### config.mk
export PLATFORM = sky130hd
export DESIGN_NAME = endian_table_parser_unit
export DESIGN_NICKNAME = d
export VERILOG_FILES = /design/src/design/etp_pkg.sv /design/src/design/endian_table_parser_unit.sv
export VERILOG_INCLUDE_DIRS = /design/src /design/src/design
export SDC_FILE = /design/constraint.sdc
export NUM_CORES = 1
export LEC_CHECK = 0
export BUFFER_PORTS_ARGS = -buffer_cell sky130_fd_sc_hd__buf_4
export CAP_MARGIN = 0
export CORE_MARGIN = 5
export CORE_UTILIZATION = 60
export CTS_CLUSTER_DIAMETER = 30
export DETAILED_ROUTE_END_ITERATION = 16
export PLACE_DENSITY_LB_ADDON = 0.15
export SYNTH_ARGS = -nofsm -noshare
export SYNTH_HDL_FRONTEND = slang
export SYNTH_SLANG_ARGS = --single-unit
### constraint.sdc
create_clock -name clk -period 32.9 [get_ports clk]
set_input_delay 0 -clock clk [delete_from_list [all_inputs] [get_ports clk]]
set_output_delay 0 -clock clk [all_outputs]
set_load 0.01 [all_outputs]
### src/design/assert_macros.svh
// ----------------------------------------------------------------------------
// assert_macros: assertion helpers shared by the design files
// clocked assertions that are muted while reset is held
// ----------------------------------------------------------------------------
`ifndef ASSERT_MACROS_SVH
`define ASSERT_MACROS_SVH

// property checked at every rising edge of clk outside reset
`define ASSERT_CLK(label, prop, msg) \
	label: assert property (@(posedge clk) disable iff (!arst_n) (prop)) \
		else $error(msg);

// implication whose consequent is checked in the next cycle
`define ASSERT_NEXT(label, ante, cons, msg) \
	label: assert property (@(posedge clk) disable iff (!arst_n) (ante) |=> (cons)) \
		else $error(msg);

`endif

### src/design/etp_pkg.sv
// ----------------------------------------------------------------------------
// etp_pkg
// types and codes of the endian table parser
// ----------------------------------------------------------------------------
package etp_pkg;

	// parser phase
	typedef enum logic [2:0] {
		PH_IDLE   = 3'd0,
		PH_HEADER = 3'd1,
		PH_ENTRY  = 3'd2,
		PH_SUB    = 3'd3,
		PH_DONE   = 3'd4
	} phase_t;

	// record kinds
	typedef enum logic [1:0] {
		KIND_ENTRY   = 2'd0,
		KIND_SUB     = 2'd1,
		KIND_EMPTY   = 2'd2,
		KIND_INVALID = 2'd3
	} kind_t;

	// packed value length prefix
	typedef enum logic [1:0] {
		PFX_ONE  = 2'd0,
		PFX_TWO  = 2'd1,
		PFX_FOUR = 2'd2,
		PFX_BAD  = 2'd3
	} prefix_t;

	localparam int unsigned ValW      = 30;
	localparam int unsigned CountW    = 32;
	localparam logic [3:0]  HdrLast   = 4'd15;
	localparam logic [1:0]  PendTwo   = 2'd1;
	localparam logic [1:0]  PendFour  = 2'd3;

	// one result item
	typedef struct packed {
		kind_t             kind;
		logic [ValW-1:0]   offset_or_skip;
		logic [ValW-1:0]   sub_count;
		logic [ValW-1:0]   element_size;
		logic [ValW-1:0]   repeat_value;
		logic [1:0]        swap_type;
		logic              last;
	} rec_t;

endpackage

### src/design/endian_table_parser_unit.sv
// ----------------------------------------------------------------------------
// endian_table_parser_unit
// record: written into the result buffer as its last byte is accepted
// throughput: one byte per cycle while in_stall is low, set by the single state update per byte
// output: two-slot result buffer, input stalls only when both slots are full
// reset: arst_n clears parser state and empties the buffer, parser goes idle
// ----------------------------------------------------------------------------
`include "assert_macros.svh"

module endian_table_parser_unit (
	input  logic        clk,
	input  logic        arst_n,
	// byte stream
	input  logic        in_valid,
	output logic        in_stall,
	input  logic [7:0]  byte_value,
	input  logic        start_of_table,
	// records
	output logic        out_valid,
	input  logic        out_stall,
	output logic [1:0]  record_kind,
	output logic [29:0] offset_or_skip,
	output logic [29:0] sub_count,
	output logic [29:0] element_size,
	output logic [29:0] repeat_value,
	output logic [1:0]  swap_type,
	output logic        last_record
);

	localparam int unsigned ValW   = etp_pkg::ValW;
	localparam int unsigned CountW = etp_pkg::CountW;

	// parser state
	etp_pkg::phase_t   phase_q;
	logic [3:0]        hidx_q;
	logic [CountW-1:0] ent_q;
	logic [ValW-1:0]   subs_q;
	logic [1:0]        fidx_q;
	logic [1:0]        bpend_q;
	logic [ValW-1:0]   acc_q;
	logic [ValW-1:0]   hoff_q;
	logic [ValW-1:0]   hcnt_q;
	logic [ValW-1:0]   hsize_q;
	logic [1:0]        htype_q;

	// next state
	etp_pkg::phase_t   phase_d;
	logic [3:0]        hidx_d;
	logic [CountW-1:0] ent_d;
	logic [ValW-1:0]   subs_d;
	logic [1:0]        fidx_d;
	logic [1:0]        bpend_d;
	logic [ValW-1:0]   acc_d;
	logic [ValW-1:0]   hoff_d;
	logic [ValW-1:0]   hcnt_d;
	logic [ValW-1:0]   hsize_d;
	logic [1:0]        htype_d;

	etp_pkg::rec_t     res;
	logic              push;

	// output buffer: slot0 is the head shown on the ports
	etp_pkg::rec_t     slot0_q;
	etp_pkg::rec_t     slot1_q;
	logic [1:0]        cnt_q;

	logic              in_acc;
	logic              pop;

	// parser outside a table, and parser inside the entry list
	logic              idle_byte;
	logic              in_table;

	assign in_stall  = (cnt_q == 2'd2);
	assign out_valid = (cnt_q != 2'd0);
	assign in_acc    = in_valid && !in_stall;
	assign pop       = out_valid && !out_stall;

	// ------------------------------------------------------------------
	// per-byte parse step
	// ------------------------------------------------------------------
	always_comb begin
		logic [ValW-1:0] v;
		logic            have_v;
		logic            last;
		phase_d = phase_q;
		hidx_d  = hidx_q;
		ent_d   = ent_q;
		subs_d  = subs_q;
		fidx_d  = fidx_q;
		bpend_d = bpend_q;
		acc_d   = acc_q;
		hoff_d  = hoff_q;
		hcnt_d  = hcnt_q;
		hsize_d = hsize_q;
		htype_d = htype_q;
		res     = '0;
		push    = 1'b0;
		v       = '0;
		have_v  = 1'b0;
		last    = 1'b0;

		if (in_acc) begin
			// start flag restarts the parser whatever it was doing
			if (start_of_table) begin
				phase_d = etp_pkg::PH_HEADER;
				hidx_d  = '0;
				ent_d   = '0;
				subs_d  = '0;
				fidx_d  = '0;
				bpend_d = '0;
				acc_d   = '0;
				hoff_d  = '0;
				hcnt_d  = '0;
				hsize_d = '0;
				htype_d = '0;
			end

			if (phase_d == etp_pkg::PH_HEADER) begin
				// bytes 4..7 carry the entry count, low byte first
				if (hidx_d inside {[4'd4:4'd7]})
					ent_d = ent_d | ({{(CountW-8){1'b0}}, byte_value} << {hidx_d[1:0], 3'b000});
				if (hidx_d == etp_pkg::HdrLast) begin
					hidx_d = '0;
					if (ent_d == '0) begin
						// empty table gives a single closing record
						phase_d  = etp_pkg::PH_DONE;
						res.kind = etp_pkg::KIND_EMPTY;
						res.last = 1'b1;
						push     = 1'b1;
					end else begin
						phase_d = etp_pkg::PH_ENTRY;
						fidx_d  = '0;
					end
				end else begin
					hidx_d = hidx_d + 4'd1;
				end
			end else if (phase_d == etp_pkg::PH_ENTRY || phase_d == etp_pkg::PH_SUB) begin
				if (bpend_d != 2'd0) begin
					// continuation byte of a big-endian value
					acc_d   = {acc_d[ValW-9:0], byte_value};
					bpend_d = bpend_d - 2'd1;
					have_v  = (bpend_d == 2'd0);
				end else begin
					// first byte: typed skip keeps 4 bits, plain values keep 6
					if (phase_d == etp_pkg::PH_SUB && fidx_d == 2'd0) begin
						htype_d = byte_value[5:4];
						acc_d   = {{(ValW-4){1'b0}}, byte_value[3:0]};
					end else begin
						acc_d   = {{(ValW-6){1'b0}}, byte_value[5:0]};
					end
					case (etp_pkg::prefix_t'(byte_value[7:6]))
						etp_pkg::PFX_BAD: begin
							// invalid length: report and wait for a new table
							phase_d  = etp_pkg::PH_DONE;
							acc_d    = '0;
							res.kind = etp_pkg::KIND_INVALID;
							res.last = 1'b1;
							push     = 1'b1;
						end
						etp_pkg::PFX_TWO:  bpend_d = etp_pkg::PendTwo;
						etp_pkg::PFX_FOUR: bpend_d = etp_pkg::PendFour;
						default:           have_v  = 1'b1;
					endcase
				end

				if (have_v) begin
					v     = acc_d;
					acc_d = '0;
					if (phase_d == etp_pkg::PH_ENTRY) begin
						case (fidx_d)
							2'd0: begin
								hoff_d = v;
								fidx_d = 2'd1;
							end
							2'd1: begin
								hcnt_d = v;
								fidx_d = 2'd2;
							end
							2'd2: begin
								hsize_d = v;
								fidx_d  = 2'd3;
							end
							default: begin
								// repeat value closes the entry
								if (hcnt_d != '0 && v != '0) begin
									subs_d  = hcnt_d;
									phase_d = etp_pkg::PH_SUB;
									fidx_d  = 2'd0;
									last    = 1'b0;
								end else begin
									last    = (ent_d == {{(CountW-1){1'b0}}, 1'b1});
									ent_d   = ent_d - {{(CountW-1){1'b0}}, 1'b1};
									fidx_d  = 2'd0;
									phase_d = last ? etp_pkg::PH_DONE : etp_pkg::PH_ENTRY;
								end
								res.kind           = etp_pkg::KIND_ENTRY;
								res.offset_or_skip = hoff_d;
								res.sub_count      = hcnt_d;
								res.element_size   = hsize_d;
								res.repeat_value   = v;
								res.last           = last;
								push               = 1'b1;
							end
						endcase
					end else begin
						if (fidx_d == 2'd0) begin
							hoff_d = v;
							fidx_d = 2'd1;
						end else begin
							// sub-entry done, the last one also closes its entry
							fidx_d = 2'd0;
							if (subs_d == {{(ValW-1){1'b0}}, 1'b1}) begin
								last    = (ent_d == {{(CountW-1){1'b0}}, 1'b1});
								ent_d   = ent_d - {{(CountW-1){1'b0}}, 1'b1};
								phase_d = last ? etp_pkg::PH_DONE : etp_pkg::PH_ENTRY;
							end
							subs_d             = subs_d - {{(ValW-1){1'b0}}, 1'b1};
							res.kind           = etp_pkg::KIND_SUB;
							res.offset_or_skip = hoff_d;
							res.repeat_value   = v;
							res.swap_type      = htype_d;
							res.last           = last;
							push               = 1'b1;
						end
					end
				end
			end
		end
	end

	always_ff @(posedge clk or negedge arst_n) begin
		if (!arst_n) begin
			phase_q <= etp_pkg::PH_IDLE;
			hidx_q  <= '0;
			ent_q   <= '0;
			subs_q  <= '0;
			fidx_q  <= '0;
			bpend_q <= '0;
			acc_q   <= '0;
			hoff_q  <= '0;
			hcnt_q  <= '0;
			hsize_q <= '0;
			htype_q <= '0;
		end else begin
			phase_q <= phase_d;
			hidx_q  <= hidx_d;
			ent_q   <= ent_d;
			subs_q  <= subs_d;
			fidx_q  <= fidx_d;
			bpend_q <= bpend_d;
			acc_q   <= acc_d;
			hoff_q  <= hoff_d;
			hcnt_q  <= hcnt_d;
			hsize_q <= hsize_d;
			htype_q <= htype_d;
		end
	end

	// ------------------------------------------------------------------
	// two-slot result buffer
	// ------------------------------------------------------------------
	always_ff @(posedge clk or negedge arst_n) begin
		if (!arst_n) begin
			cnt_q <= '0;
		end else begin
			case ({push, pop})
				2'b10:   cnt_q <= cnt_q + 2'd1;
				2'b01:   cnt_q <= cnt_q - 2'd1;
				default: cnt_q <= cnt_q;
			endcase
		end
	end

	always_ff @(posedge clk) begin
		case ({push, pop})
			2'b11: begin
				if (cnt_q == 2'd1) begin
					slot0_q <= res;
				end else begin
					slot0_q <= slot1_q;
					slot1_q <= res;
				end
			end
			2'b10: begin
				if (cnt_q == 2'd0)
					slot0_q <= res;
				else
					slot1_q <= res;
			end
			2'b01:   slot0_q <= slot1_q;
			default: slot0_q <= slot0_q;
		endcase
	end

	assign record_kind    = slot0_q.kind;
	assign offset_or_skip = slot0_q.offset_or_skip;
	assign sub_count      = slot0_q.sub_count;
	assign element_size   = slot0_q.element_size;
	assign repeat_value   = slot0_q.repeat_value;
	assign swap_type      = slot0_q.swap_type;
	assign last_record    = slot0_q.last;

	// ------------------------------------------------------------------
	// assertions
	// ------------------------------------------------------------------
	assign idle_byte = in_acc && !start_of_table
		&& (phase_q == etp_pkg::PH_IDLE || phase_q == etp_pkg::PH_DONE);
	assign in_table  = (phase_q == etp_pkg::PH_ENTRY || phase_q == etp_pkg::PH_SUB);

	`ASSERT_CLK(a_cnt_range, cnt_q != 2'd3, "result buffer count overflow")
	`ASSERT_CLK(a_no_rec_when_idle, !(idle_byte && push), "record from idle parser")
	`ASSERT_CLK(a_ent_live, !in_table || (ent_q != '0), "entry phase with zero entries left")
	`ASSERT_NEXT(a_last_done, push && res.last, phase_q == etp_pkg::PH_DONE, "not done after last")

endmodule

==> results_dict.tcl <==
set metrics [dict create \
    synth_warnings 0 \
    placedCellCount 2675 \
    antenna_cells 0 \
    rsz0062_at_grt "no" \
    synth_edf_count 250 \
    num_rows 71 \
    wl_met2_mm 33.33 \
    path_max_fanout 112 \
    io_pins 140 \
    drv_slew 0 \
    start_util_pct 60.21 \
    yosys-top-cells-count "edfxtp_1, nand2_1, o21ai_0" \
    vdd_drop_max_uv 72.92 \
    synth.most_common_cell "edfxtp_1" \
    nets 2298 \
    worstMarginPinSlew_ps 1262 \
    fmax_mhz 167.6 \
    syn_to_final_growth_pct 20.34 \
    critPathCaptureType "flop" \
    grt_util_all_layers_pct 33.44 \
    power_frac_comb_pct 27.9 \
    insertion_delay_ps 630 \
    grt_max_degree 113 \
    dpl.hpwl_mm 43.72 \
    die_height_um 203.7 \
    ant_nets 0 \
    max_slew_margin_pct 15.67 \
    min_path_type "input port to flop" \
    yosysTopAreaCell "edfxtp_1" \
    wl_per_cell_um 24.87 \
    grt_remaining_overflow 0 \
    synth-seq-cells 439 \
    pwr-share-clk_pct 38.8 \
    ys_seq_area_share_pct 54.35 \
    setup_viol_count_final 0 \
    clk_pin_slew_ps 40 \
    p_per_area_nw_per_um2 88.74 \
    die_x_um 203.7 \
    path_class "flop to flop" \
    worstSetupStartpointType "flop" \
    wl_met1_mm 27.48 \
    status "finished, final reports clean" \
    grt_pass1_wl_mm 109.7 \
    p_switching_uw 785.4 \
    final_hold_viol_count 0 \
    internal_power_mw 1.619 \
    cts_max_level 3 \
    p_leak_nw 10.42 \
    crit_arrival_ps 6400 \
    drt_wl_total_mm 71.02 \
    period_needed_ps 5966 \
    synth.lib_cells_used.distinct 90 \
    async_reset_ff_share_pct 43.05 \
    timing.rr.start "ent_q[2]$_DFFE_PN0P_" \
    drt-pass1-iter-count 6 \
    skew_ps 48.19 \
    hp-start "in_valid" \
    seq_power_share_pct 33.3 \
    wl_met3_mm 7.059 \
    finalCritPeriodShare_pct 18.13 \
    synth.area.top_cells "edfxtp_1, dfrtp_1, o21ai_0" \
    netlist_area_sq_um 22520 \
    fin_util_pct 72.45 \
    sw_frac_of_total_pct 32.67 \
    grt_pass1_vias 18870 \
    gp_congestion 0.9474 \
    cts_tree "built" \
    cts-buffers-inserted 91 \
    setup_tns_ps 0 \
    vias 19570 \
    syn_inst 2179 \
    drcViolationCount 0 \
    clockBufferDepth 3 \
    drt-initial-drc-count 2439 \
    avgSynthCellArea_sq_um 10.33 \
    cap_violations 0 \
    clock-sinks 439 \
    cp-startpoint "ent_q[2]$_DFFE_PN0P_" \
    portBuffers 139 \
    antenna_found_initial 1 \
    cts_root_buffer "clkbuf_16" \
    top_layer_used "met4" \
    drive_above_1_share_pct 15.61 \
    viasPerCell 6.854 \
    dieArea_sq_um 41500 \
    synth_nets 2210 \
    synth_ff_type "edfxtp_1" \
    coreArea_sq_um 37400 \
    layout.cells.non_filler 2856 \
    synth_top_area_share_pct 33.34 \
    postCtsSetupBuffers 0 \
    required_ps 33340 \
]
flip-flops by register name, summed over array words and instances, names as in the netlist:
name,count
bpend_q,2
sub_count,30
swap_type,2
repeat_value,30
subs_q,30
offset_or_skip,30
fidx_q,2
phase_q,3
hidx_q,4
record_kind,2
slot1_q,125
acc_q,22
cnt_q,2
ent_q,32
hsize_q,30
last_record,1
hcnt_q,30
element_size,30
htype_q,2
hoff_q,30
layout make-up:
class | count | area [sq um]
clock buffers | 116 | 2482
inverters | 33 | 123.9
well taps | 511 | 639.4
repair buffers | 182 | 1398
flip-flops and latches | 439 | 12240
fillers | 2584 | 10300
multi-input cells | 1520 | 9532
clock inverters | 55 | 684.4
metrics by stage:
stage	cell area [sq um]	worst slack [ps]	total power [mW]	hold slack [ps]
detailed placement	23830	27050	1.470	214.0
global placement	23830	27290	1.453	209.0
floorplan	22520	20860	1.235	-295.6
finish	27100	26930	2.404	77.82
CTS	27100	27060	2.407	59.20
global route	27100	26570	2.501	108.6
path summary, 6_finish.rpt:
check                                             end  cells after the start  slack, ps
min                             fidx_q[0]$_DFFE_PN0P_                      4         80
max reg2reg                repeat_value[20]$_DFFE_PP_                     11      26930
min in group asynchronous        ent_q[8]$_DFFE_PN0P_                      2        120
max                        repeat_value[20]$_DFFE_PP_                     11      26930
min reg2reg                     hoff_q[6]$_DFFE_PN0P_                      2        470
max in group asynchronous      subs_q[12]$_DFFE_PN0P_                      3      31080
power by group through the flow:
stage,combinational [mW],clock [mW],sequential [mW]
2_1_floorplan,0.384,0,0.851
3_3_place_gp,0.647,0,0.806
3_5_place_dp,0.661,0,0.809
4_1_cts,0.668,0.938,0.801
5_1_grt,0.721,0.970,0.810
6_report,0.671,0.932,0.801
worst max-delay path: stages, from the launching register on:
cell       delay, ps
dfrtp_1          440
or3_1            520
a2111oi_0        470
nand4_1          270
or4b_1           630
a21oi_2          270
o21ai_1          250
ha_4             760
buf_4            750
buf_4           1000
a221oi_1         140
a21oi_1          220
per-layer routing:
metal,track usage (%),up-vias
li1,-,8523
met1,45.32,9619
met2,53.24,1210
met3,6.026,222
met4,15.08,0
met5,0,-
logic make-up after synthesis:
kind of cell	synth area share, %
multiplexers	4.495
AND/OR/NAND/NOR	14.11
flip-flops	54.35
XOR/XNOR	0.2723
AO/OA/AOI/OAI	22.02
adder cells (fa/ha/maj)	1.000
buffers and inverters	3.756
cell usage in the layout, fill, tap and decap left out, drive strengths merged, types with 12 or more instances in the layout:
cell type / instances
a211oi: 22
a21oi: 202
a221oi: 128
a31oi: 25
a32oi: 14
and2: 102
and3: 12
buf: 171
clkbuf: 117
clkinv: 22
clkinvlp: 12
dfrtp: 189
edfxtp: 250
ha: 18
inv: 44
mux2i: 100
nand2: 228
nand3: 16
nor2: 120
nor3: 40
nor4: 35
o21ai: 235
or3: 14
or4: 13
repair_timing:
| item | CTS | global route |
|---|---|---|
| hold buffers | 10 | 0 |
| endpoints found under the hold margin | 146 | 0 |
| gates resized for setup | 0 | 0 |
Power figures use the tool's default switching activity.
